### src/rtl/tlru_pkg.sv
// Shared types and constants for the timestamp LRU tag store.
package tlru_pkg;

   localparam int ENTRIES     = 16;
   localparam int STAMP_BITS  = 32;
   localparam int IDX_BITS    = (ENTRIES > 1) ? $clog2(ENTRIES) : 1;
   localparam int HANDLE_BITS = 64;
   localparam int PROC_BITS   = 32;
   localparam int SLOT_BITS   = 4;

   typedef struct packed {
      logic [HANDLE_BITS-1:0] handle;
      logic [PROC_BITS-1:0]   process_id;
   } req_type;

   typedef struct packed {
      logic                 hit;
      logic [SLOT_BITS-1:0] slot;
      logic                 flushed;
   } rsp_type;

   typedef struct packed {
      logic [HANDLE_BITS-1:0] handle;
      logic [PROC_BITS-1:0]   process_id;
      logic [STAMP_BITS-1:0]  stamp;
   } entry_type;

   typedef struct packed {
      logic                scan;
      logic                update;
      logic [IDX_BITS-1:0] idx;
   } head_ctl_type;

   typedef struct packed {
      logic                found;
      logic [IDX_BITS-1:0] pick;
   } head_sts_type;

endpackage

### src/rtl/timestamp_lru_tag_store.sv
// Top level of the timestamp LRU tag store: ring of entry cells, head unit and control.
//
// Usage: a request word carries a (handle, process_id) key; each request yields
// exactly one response word with hit, slot and flushed. Both channels use
// valid/ready and a word moves when both are high.
// Each lookup advances the stamp counter; a wrap to zero clears every stored
// handle. A hit restamps the matching entry; a miss advances the counter once
// more and overwrites the first entry holding the smallest stamp.
// Entries live in a ring of ENTRIES cells that rotates one place per cycle,
// while a pass runs, past a single compare unit at the head. One pass around
// the ring searches for the key and the least stamp, a second pass writes back.
// A request goes through the scan, decide, update and done states and back to
// idle; only one request is in work at a time, so a new request is taken only
// once the last one has reached idle again.
// The response sits in an output register: if the receiver stalls, the block
// still takes and processes the next request and then holds until that
// register is free.
// Reset is synchronous: all entries and the counter clear to zero, no response
// is pending, and a request can be taken in the first cycle after reset.
module timestamp_lru_tag_store (
   input  logic              clock,
   input  logic              reset,
   input  logic              req_valid,
   output logic              req_ready,
   input  tlru_pkg::req_type req_data,
   output logic              rsp_valid,
   input  logic              rsp_ready,
   output tlru_pkg::rsp_type rsp_data
);
   import tlru_pkg::*;

   localparam logic [2:0] S_IDLE   = 3'd0;
   localparam logic [2:0] S_SCAN   = 3'd1;
   localparam logic [2:0] S_DECIDE = 3'd2;
   localparam logic [2:0] S_UPDATE = 3'd3;
   localparam logic [2:0] S_DONE   = 3'd4;

   localparam logic [IDX_BITS-1:0] IDX_LAST = IDX_BITS'(ENTRIES - 1);

   logic [2:0]            state_ff, state_in;
   logic [IDX_BITS-1:0]   idx_ff, idx_in;
   req_type               key_ff, key_in;
   logic [STAMP_BITS-1:0] counter_ff, counter_in;
   logic                  wrapped_ff, wrapped_in;
   logic                  rsp_valid_ff, rsp_valid_in;
   rsp_type               rsp_ff, rsp_in;

   logic [STAMP_BITS-1:0] counter_inc;
   logic                  req_accept;
   logic                  rsp_load;
   logic                  shift;
   logic                  flush;

   head_ctl_type          head_ctl;
   head_sts_type          head_sts;
   entry_type             cell_q [ENTRIES];
   entry_type             wb_entry;

   assign counter_inc = counter_ff + 1'b1;
   assign req_ready   = (state_ff == S_IDLE);
   assign req_accept  = req_valid && req_ready;
   assign rsp_load    = (state_ff == S_DONE) && (!rsp_valid_ff || rsp_ready);
   assign shift       = (state_ff == S_SCAN) || (state_ff == S_UPDATE);

   always_comb begin
      state_in   = state_ff;
      idx_in     = idx_ff;
      key_in     = key_ff;
      counter_in = counter_ff;
      wrapped_in = wrapped_ff;
      flush      = 1'b0;
      unique case (state_ff)
         S_IDLE: begin
            if (req_accept) begin
               key_in     = req_data;
               counter_in = counter_inc;
               flush      = (counter_inc == '0);
               wrapped_in = (counter_inc == '0);
               idx_in     = '0;
               state_in   = S_SCAN;
            end
         end
         S_SCAN: begin
            idx_in = idx_ff + 1'b1;
            if (idx_ff == IDX_LAST) begin
               idx_in   = '0;
               state_in = S_DECIDE;
            end
         end
         S_DECIDE: begin
            // miss takes a second stamp before the victim is written
            if (!head_sts.found) begin
               counter_in = counter_inc;
               flush      = (counter_inc == '0);
               wrapped_in = wrapped_ff || (counter_inc == '0);
            end
            idx_in   = '0;
            state_in = S_UPDATE;
         end
         S_UPDATE: begin
            idx_in = idx_ff + 1'b1;
            if (idx_ff == IDX_LAST) begin
               idx_in   = '0;
               state_in = S_DONE;
            end
         end
         S_DONE: begin
            if (rsp_load) begin
               state_in = S_IDLE;
            end
         end
         default: begin
            state_in = S_IDLE;
         end
      endcase
   end

   always_comb begin
      rsp_in         = rsp_ff;
      rsp_valid_in   = rsp_valid_ff && !rsp_ready;
      if (rsp_load) begin
         rsp_in.hit     = head_sts.found;
         rsp_in.slot    = SLOT_BITS'(head_sts.pick);
         rsp_in.flushed = wrapped_ff;
         rsp_valid_in   = 1'b1;
      end
   end

   always_ff @(posedge clock) begin
      if (reset) begin
         state_ff     <= S_IDLE;
         idx_ff       <= '0;
         counter_ff   <= '0;
         wrapped_ff   <= 1'b0;
         rsp_valid_ff <= 1'b0;
      end else begin
         state_ff     <= state_in;
         idx_ff       <= idx_in;
         counter_ff   <= counter_in;
         wrapped_ff   <= wrapped_in;
         rsp_valid_ff <= rsp_valid_in;
      end
   end

   always_ff @(posedge clock) begin
      key_ff <= key_in;
      rsp_ff <= rsp_in;
   end

   assign head_ctl.scan   = (state_ff == S_SCAN);
   assign head_ctl.update = (state_ff == S_UPDATE);
   assign head_ctl.idx    = idx_ff;

   tlru_head u_head (
      .clock      (clock),
      .reset      (reset),
      .ctl        (head_ctl),
      .key        (key_ff),
      .stamp      (counter_ff),
      .head_entry (cell_q[0]),
      .wb_entry   (wb_entry),
      .sts        (head_sts)
   );

   // cell i takes from cell i+1; the tail takes the head word after write-back
   for (genvar g = 0; g < ENTRIES; g++) begin : g_cell
      entry_type cell_d;
      if (g == ENTRIES - 1) begin : g_tail
         assign cell_d = wb_entry;
      end else begin : g_body
         assign cell_d = cell_q[g+1];
      end
      tlru_cell u_cell (
         .clock     (clock),
         .reset     (reset),
         .shift     (shift),
         .flush     (flush),
         .entry_in  (cell_d),
         .entry_out (cell_q[g])
      );
   end

   assign rsp_valid = rsp_valid_ff;
   assign rsp_data  = rsp_ff;

   a_flush_on_wrap: assert property (@(posedge clock) disable iff (reset)
      flush |=> (counter_ff == '0))
      else $error("handle flush without counter wrap");

   a_accept_starts_scan: assert property (@(posedge clock) disable iff (reset)
      req_accept |=> (state_ff == S_SCAN) && (idx_ff == '0))
      else $error("accepted request did not start a scan pass");

   a_rsp_from_done: assert property (@(posedge clock) disable iff (reset)
      $rose(rsp_valid_ff) |-> ($past(state_ff) == S_DONE))
      else $error("response raised outside of completion");

endmodule

### src/rtl/tlru_cell.sv
// Ring cell: holds one entry; shift loads the neighbor's, else flush clears the handle.
module tlru_cell (
   input  logic                clock,
   input  logic                reset,
   input  logic                shift,
   input  logic                flush,
   input  tlru_pkg::entry_type entry_in,
   output tlru_pkg::entry_type entry_out
);
   import tlru_pkg::*;

   entry_type entry_ff;

   always_ff @(posedge clock) begin
      if (reset) begin
         entry_ff <= '0;
      end else if (shift) begin
         entry_ff <= entry_in;
      end else if (flush) begin
         entry_ff.handle <= '0;
      end
   end

   assign entry_out = entry_ff;

endmodule

### src/rtl/tlru_head.sv
// Ring head: key match, least-stamp tracking and write-back of the selected entry.
module tlru_head (
   input  logic                         clock,
   input  logic                         reset,
   input  tlru_pkg::head_ctl_type       ctl,
   input  tlru_pkg::req_type            key,
   input  logic [tlru_pkg::STAMP_BITS-1:0] stamp,
   input  tlru_pkg::entry_type          head_entry,
   output tlru_pkg::entry_type          wb_entry,
   output tlru_pkg::head_sts_type       sts
);
   import tlru_pkg::*;

   logic                  found_ff, found_in;
   logic [IDX_BITS-1:0]   match_ff, match_in;
   logic [STAMP_BITS-1:0] min_ff, min_in;
   logic [IDX_BITS-1:0]   minpick_ff, minpick_in;
   logic                  first;
   logic                  key_eq;
   logic [IDX_BITS-1:0]   pick;

   assign first  = (ctl.idx == '0);
   assign key_eq = (head_entry.handle == key.handle) &&
                   (head_entry.process_id == key.process_id);

   always_comb begin
      found_in   = found_ff;
      match_in   = match_ff;
      min_in     = min_ff;
      minpick_in = minpick_ff;
      if (ctl.scan) begin
         // first word of the pass restarts both searches
         if (key_eq && (first || !found_ff)) begin
            found_in = 1'b1;
            match_in = ctl.idx;
         end else if (first) begin
            found_in = 1'b0;
         end
         if (first || (head_entry.stamp < min_ff)) begin
            min_in     = head_entry.stamp;
            minpick_in = ctl.idx;
         end
      end
   end

   always_ff @(posedge clock) begin
      if (reset) begin
         found_ff   <= 1'b0;
         match_ff   <= '0;
         min_ff     <= '0;
         minpick_ff <= '0;
      end else begin
         found_ff   <= found_in;
         match_ff   <= match_in;
         min_ff     <= min_in;
         minpick_ff <= minpick_in;
      end
   end

   assign pick = found_ff ? match_ff : minpick_ff;

   always_comb begin
      wb_entry = head_entry;
      if (ctl.update && (ctl.idx == pick)) begin
         wb_entry.stamp = stamp;
         if (!found_ff) begin
            wb_entry.handle     = key.handle;
            wb_entry.process_id = key.process_id;
         end
      end
   end

   assign sts.found = found_ff;
   assign sts.pick  = pick;

endmodule

### config.mk
export PLATFORM = sky130hd
export DESIGN_NAME = timestamp_lru_tag_store
export DESIGN_NICKNAME = d
export VERILOG_FILES = /design/src/rtl/tlru_pkg.sv /design/src/rtl/timestamp_lru_tag_store.sv /design/src/rtl/tlru_cell.sv /design/src/rtl/tlru_head.sv
export SDC_FILE = /design/constraint.sdc
export NUM_CORES = 2
export LEC_CHECK = 0
export ABC_AREA = 0
export BUFFER_PORTS_ARGS = -buffer_cell sky130_fd_sc_hd__buf_4
export CORE_UTILIZATION = 61
export DETAILED_ROUTE_END_ITERATION = 8
export HOLD_SLACK_MARGIN = 0.15
export PLACE_DENSITY = 0.88
export SYNTH_ARGS = -nofsm -noshare
export SYNTH_HDL_FRONTEND = slang
export SYNTH_SLANG_ARGS = --single-unit
export TNS_END_PERCENT = 5
### constraint.sdc
create_clock -name clock -period 4.1 [get_ports clock]
set_input_delay 0.205 -clock clock [delete_from_list [all_inputs] [get_ports clock]]
set_output_delay 0.205 -clock clock [all_outputs]
set_load 0.05 [all_outputs]
* Word level (Yosys, flattened, before mapping)
Cells that the tools add are included.
Word-level totals: register bits after elaboration 2232, bits of input ports 100, output and inout port bits 8, logic and storage cells 147
Cells by class: add/sub/neg operators 2, order comparisons 1, eq/ne operators 13, muxes and demuxes 40, reductions and logical operators 29
Operator list (number):
- $mux W64 | 17
- $mux W128 | 1
- $mux W96 | 1
- $eq A64 B64 Y1 | 1
- $mux W32 | 2
- $pmux W32 S2 | 1
- $add A32 B1 Y32 const B | 1
- $eq A32 B32 Y1 | 1
- $logic_not A32 Y1 | 1
- $lt A32 B32 Y1 | 1
- $pmux W3 S5 | 1
- $mux W3 | 4
- $mux W4 | 3
- $pmux W4 S3 | 1
- $reduce_and A2 Y1 | 5
- $mux W1 | 7
- $eq A3 B2 Y1 const B | 2
- $logic_and A1 B1 Y1 | 6
- $ne A2 B2 Y1 const B | 3
- $reduce_bool A2 Y1 | 3
- $logic_or A1 B1 Y1 | 5
- $add A4 B1 Y4 const B | 1
- $eq A4 B4 Y1 | 1
- $eq A4 B4 Y1 const B | 1
- other kinds (11) | 15

* Logic depth before layout (Yosys ltp)
depth after elaboration 6, gate-level depth with buffers 13, gate-level depth less buffers 9

* Modules after synthesis
Synthesis repeated with hierarchy kept, for this count alone.
Unflattened totals: cell total of the unflattened synthesis 8898, area total of the unflattened synthesis 94231.6 um^2
Modules (own cells, without submodules):
- tlru_cell | times used 16, cells each 491, area an instance 5201.2 um^2, sequential area each 2562.5 um^2
- timestamp_lru_tag_store | times used 1, cells each 415, area an instance 5587.9 um^2, sequential area each 3883.7 um^2
- tlru_head | times used 1, cells each 627, area an instance 5424.0 um^2, sequential area each 820.8 um^2

* Least setup slack after synthesis
No wires, ideal clock.
path type flip-flop to flip-flop, start register state_ff[1], end register wrapped_ff, library setup time 0.132 ns, arrival 4.304 ns, required time 3.968 ns, setup slack -0.337 ns, stages on the path, launching flop included 6, path buffers 1, clock period less this slack 4.437 ns, cells stage by stage dfxtp_1 -> clkbuf_1 -> nor3_1 -> and2_1 -> nand2b_1 -> a21oi_1
Between the ends: longest elaborated chain between the ends 4, elaborated cells between the ends (all ways) 8, those cells by class 3 x eq/ne; 1 x mux; 4 x reduce/logical
RTL lines:
- from (decl) | line timestamp_lru_tag_store.sv:40 | logic [2:0] state_ff, state_in;
- from (signal assigned) | line timestamp_lru_tag_store.sv:137 | state_ff <= state_in;
- $logic_not A3 Y1 * | line timestamp_lru_tag_store.sv:60 | assign req_ready = (state_ff == S_IDLE);
- net req_ready | line timestamp_lru_tag_store.sv:24 | output logic req_ready,
- $logic_and A1 B1 Y1 | line timestamp_lru_tag_store.sv:61 | assign req_accept = req_valid && req_ready;
- $ne A2 B1 Y1 (no source line)
- $reduce_and A3 Y1 (no source line)
- to (signal assigned) | line timestamp_lru_tag_store.sv:140 | wrapped_ff <= wrapped_in;
- to (decl) | line timestamp_lru_tag_store.sv:44 | logic wrapped_ff, wrapped_in;
The timed path passes the listed nets; every way through them passes the cells marked *. A chain may end at the register's enable or synchronous reset.

* Worst setup path in the final report
start register counter_ff[0], end register g_cell[0].u_cell.entry_ff (netlist bit g_cell[0].u_cell.entry_out[101])
Between the ends: longest elaborated chain between the ends 5, elaborated cells between the ends (all ways) 6, those cells by class 1 x add/sub; 3 x mux; 2 x reduce/logical
RTL lines:
- from (decl) | line timestamp_lru_tag_store.sv:43 | logic [STAMP_BITS-1:0] counter_ff, counter_in;
- from (signal assigned) | line timestamp_lru_tag_store.sv:139 | counter_ff <= counter_in;
- $add A32 B1 Y32 * | line timestamp_lru_tag_store.sv:59 | assign counter_inc = counter_ff + 1'b1;
- $logic_not A32 Y1 * | line timestamp_lru_tag_store.sv:77, timestamp_lru_tag_store.sv:94
- $mux W1, on equally long branches | line timestamp_lru_tag_store.sv:92, timestamp_lru_tag_store.sv:74
- $pmux W1 S2 * | line timestamp_lru_tag_store.sv:72 | unique case (state_ff)
- $reduce_bool A2 Y1 (no source line) *
- to (signal assigned) | line tlru_cell.sv:18 | entry_ff <= entry_in;
- to (decl) | line tlru_cell.sv:12 | entry_type entry_ff;
Every way passes the cells marked *; elsewhere a longest branch is shown, timed or not.

==> metrics.yaml <==
fin_skew_ps: 25.1
start_util_pct: 61.8
antenna_found_initial: 7
tightestPinTransition_ps: 1250
ys.flop_type: "dfxtp_1"
pin_count: 108
place_congestion: 0.847
htree_levels: 4
power.total_mw: 44.1
rsz0062_at_grt: "no"
p_leak_nw: 32.6
synth_top_family_by_area: "simple AND/OR/NAND/NOR gates"
clock-sinks: 2232
yosys.area.top_type: "dfxtp_1"
clkLatencyLatePin_ps: 840
relSlewSlack_pct: 16.4
cp_max_fo: 128
p_per_area_nw_per_um2: 453
fp.dieH_um: 381
synthXorXnorAreaFrac_pct: 1.35
yosys_warnings: 0
fp-row-count: 138
drv_cap: 0
synthArstFlopShare_pct: 0
cts_made_buffers: 208
drc: 0
final_nets: 9731
multi_input_area_um2: 38200
cts_buffer_depth: 3
synthSimpleGateAreaFrac_pct: 21.8
startpoint_type: "flop"
synth.area.mux_share_pct: 1.24
period_share_pct: 86.1
arrival_ps: 4160
regArea_um2: 45700
clock.fmax_mhz: 283
die_w_um: 381
syn2layout_area_growth_pct: 11.0
drt_iter0_drc: 6167
finalSetupViolCount: 0
finalWorstPathRequiredPeriod_ps: 3530
min_path_type: "input pin to flop"
yosysSeqAreaShare_pct: 52.1
crit_required_ps: 4730
grt_first_pass_wirelength_um: 316000
status: "completed"
drt_first_pass_iters: 6
drt_wl_total_um: 193000
finalHoldViolations: 0
synth_edf_count: 102
cts_tree: "built"
synth_cell_types: 61
synth_compound_area_share_pct: 18.6
num_vias: 67200
nFillCells: 9788
core_um2: 142000
clk_pin_slew_ps: 60
syn-cell-area_um2: 87800
syn_nets: 9997
synth_top_area_share_pct: 48.6
hpwl_um: 103000
ir_worst_vdd_mv: 0.433
end_kind: "flop"
syn_avg_cell_area_um2: 8.90
drive_gt1_share_pct: 7.76
netlist_instances: 9863
antenna_left: 0
hold_depth: 2
wl_per_cell_um: 16.6
postCtsSetupBuffers: 0
fin_tns_setup_ps: 0
yosys-top-cells-area: "dfxtp_1, nand2_1, o2bb2ai_1"
groute.usage.overall_pct: 25.6
avgViaCountPerCell: 5.76
clockRootBuffer: "clkbuf_16"
dieArea_um2: 145000
io_buffers: 107
rr_worst_depth: 9
grt_pass1_vias: 64200
ys_ff_latch: 2232
grt_max_degree: 262
crit_type: "flop to flop"
grt_overflow: 0
slew_viol_final: 0
synthAdderAreaFrac_pct: 0.485
==> state kept, by name (all words and copies together), names as in the netlist <==
| signal | flops |
|---|---|
| wrapped_ff | 1 |
| u_head.minpick_ff | 4 |
| u_head.match_ff | 4 |
| counter_ff | 32 |
| rsp_data | 6 |
| u_head.min_ff | 32 |
| idx_ff | 4 |
| rsp_valid | 1 |
| state_ff | 3 |
| g_cell.u_cell.entry_out | 2048 |
| key_ff | 96 |
| u_head.found_ff | 1 |
==> kinds of logic after synthesis <==
group / Yosys count
AOI/OAI and AO/OA: 2185
xor gates and xnor gates: 135
buffers and inverters: 911
muxes: 108
DFF: 2232
and+or+nand+nor: 4258
adders and majority gates: 34
==> worst max-delay path, cell delays in order, from the launching register on <==
cell and delay [ps]:
dfxtp_1 410, ha_1 350, nand4_1 190, nor4_4 430, o2111a_1 270, a2bb2oi_1 180, nand4bb_1 210, nor3_2 320
buf_12 570, o22ai_1 260
==> timing repair <==
| item | 4_1_cts | 5_1_grt |
|---|---|---|
| hold buffers | 188 | 0 |
| resized for setup | 0 | 0 |
| hold endpoints to repair | 306 | 0 |
==> cell usage after synthesis, drive strengths merged (3+ instances only) <==
master and instances:
nor2 1031, o2111a 3, nand2 2012, mux2 5
nor3 13, dfxtp 2130, buf 139, a211oi 38
or4 3, and2 4, nand4 40, and3 13
o2bb2ai 897, clkbuf 731, xor2 68, nor2b 36
mux2i 103, nand3b 65, and4 4, edfxtp 102
o22ai 64, nand3 25, ha 34, o41ai 31
a21o 5, xnor2 67, o32ai 64, or2 7
nand2b 973, o21ai 50, a21oi 985, a311oi 33
or3 8, inv 41, nor4 20
==> layout make-up <==
type	instances	share of cell area (%)
Antenna cell	7	0.0180
Clock buffer	328	6.47
Clock inverter	57	0.762
Inverter	41	0.158
Multi-Input combinational cell	6720	39.2
Sequential cell	2232	46.9
Tap cell	1890	2.43
Timing Repair Buffer	394	4.12
==> report_power, final <==
group | total (mW) | switching (mW) | internal [mW]
Clock | 19.8 | 8.33 | 11.4
Combinational | 2.24 | 1.64 | 0.595
Sequential | 22.1 | 0.123 | 22.0
==> routing by layer <==
metal	part of all wire, %	vias to the layer above	track usage [%]
met1	43	32200	33.5
li1	-	32700	-
met5	0.0057	-	0
met3	5.2	470	3.59
met2	48	1849	42.6
met4	3.5	2	10.6
==> worst paths after layout <==
kind / endpoint / start / slack (ps)
setup / recovery: g_cell[0].u_cell.entry_out[101]$_SDFFE_PP0P_ / counter_ff[0]$_SDFFE_PP0P_ / 570
hold / removal: key_ff[58]$_DFFE_PP_ / req_data[58] / 210
setup reg to reg: g_cell[0].u_cell.entry_out[101]$_SDFFE_PP0P_ / counter_ff[0]$_SDFFE_PP0P_ / 570
hold reg to reg: g_cell[12].u_cell.entry_out[12]$_SDFFE_PP0N_ / g_cell[13].u_cell.entry_out[12]$_SDFFE_PP0N_ / 440
==> stage by stage <==
stage | instances | setup WS (ps) | area (um2) | hold slack, ps | util (%)
final | 11700 | 571 | 97500 | 206 | 68.6
after detailed placement | 11100 | 639 | 88500 | 384 | 62.3
after global routing | 11700 | 369 | 97500 | 185 | 68.6
after CTS | 11700 | 611 | 97400 | 156 | 68.6
after floorplan | 9863 | 672 | 87800 | 304 | -
after global placement | 11100 | 729 | 88500 | 384 | 62.3
==> layout by cell type (no fill, tap or decap), types with 65 or more instances in the layout <==
cell | Yosys | final
dfxtp_1 | 2130 | 2130
nand2_1 | 2012 | 2012
nor2_1 | 1031 | 1030
a21oi_1 | 985 | 985
nand2b_1 | 973 | 971
o2bb2ai_1 | 697 | 697
clkbuf_16 | 0 | 211
o2bb2ai_2 | 200 | 200
dlygate4sd3_1 | 0 | 188
buf_4 | 3 | 160
mux2i_1 | 103 | 103
edfxtp_1 | 102 | 102
xor2_1 | 68 | 68
xnor2_1 | 67 | 67
nand3b_1 | 65 | 65
(Power assumes the default switching activity.)
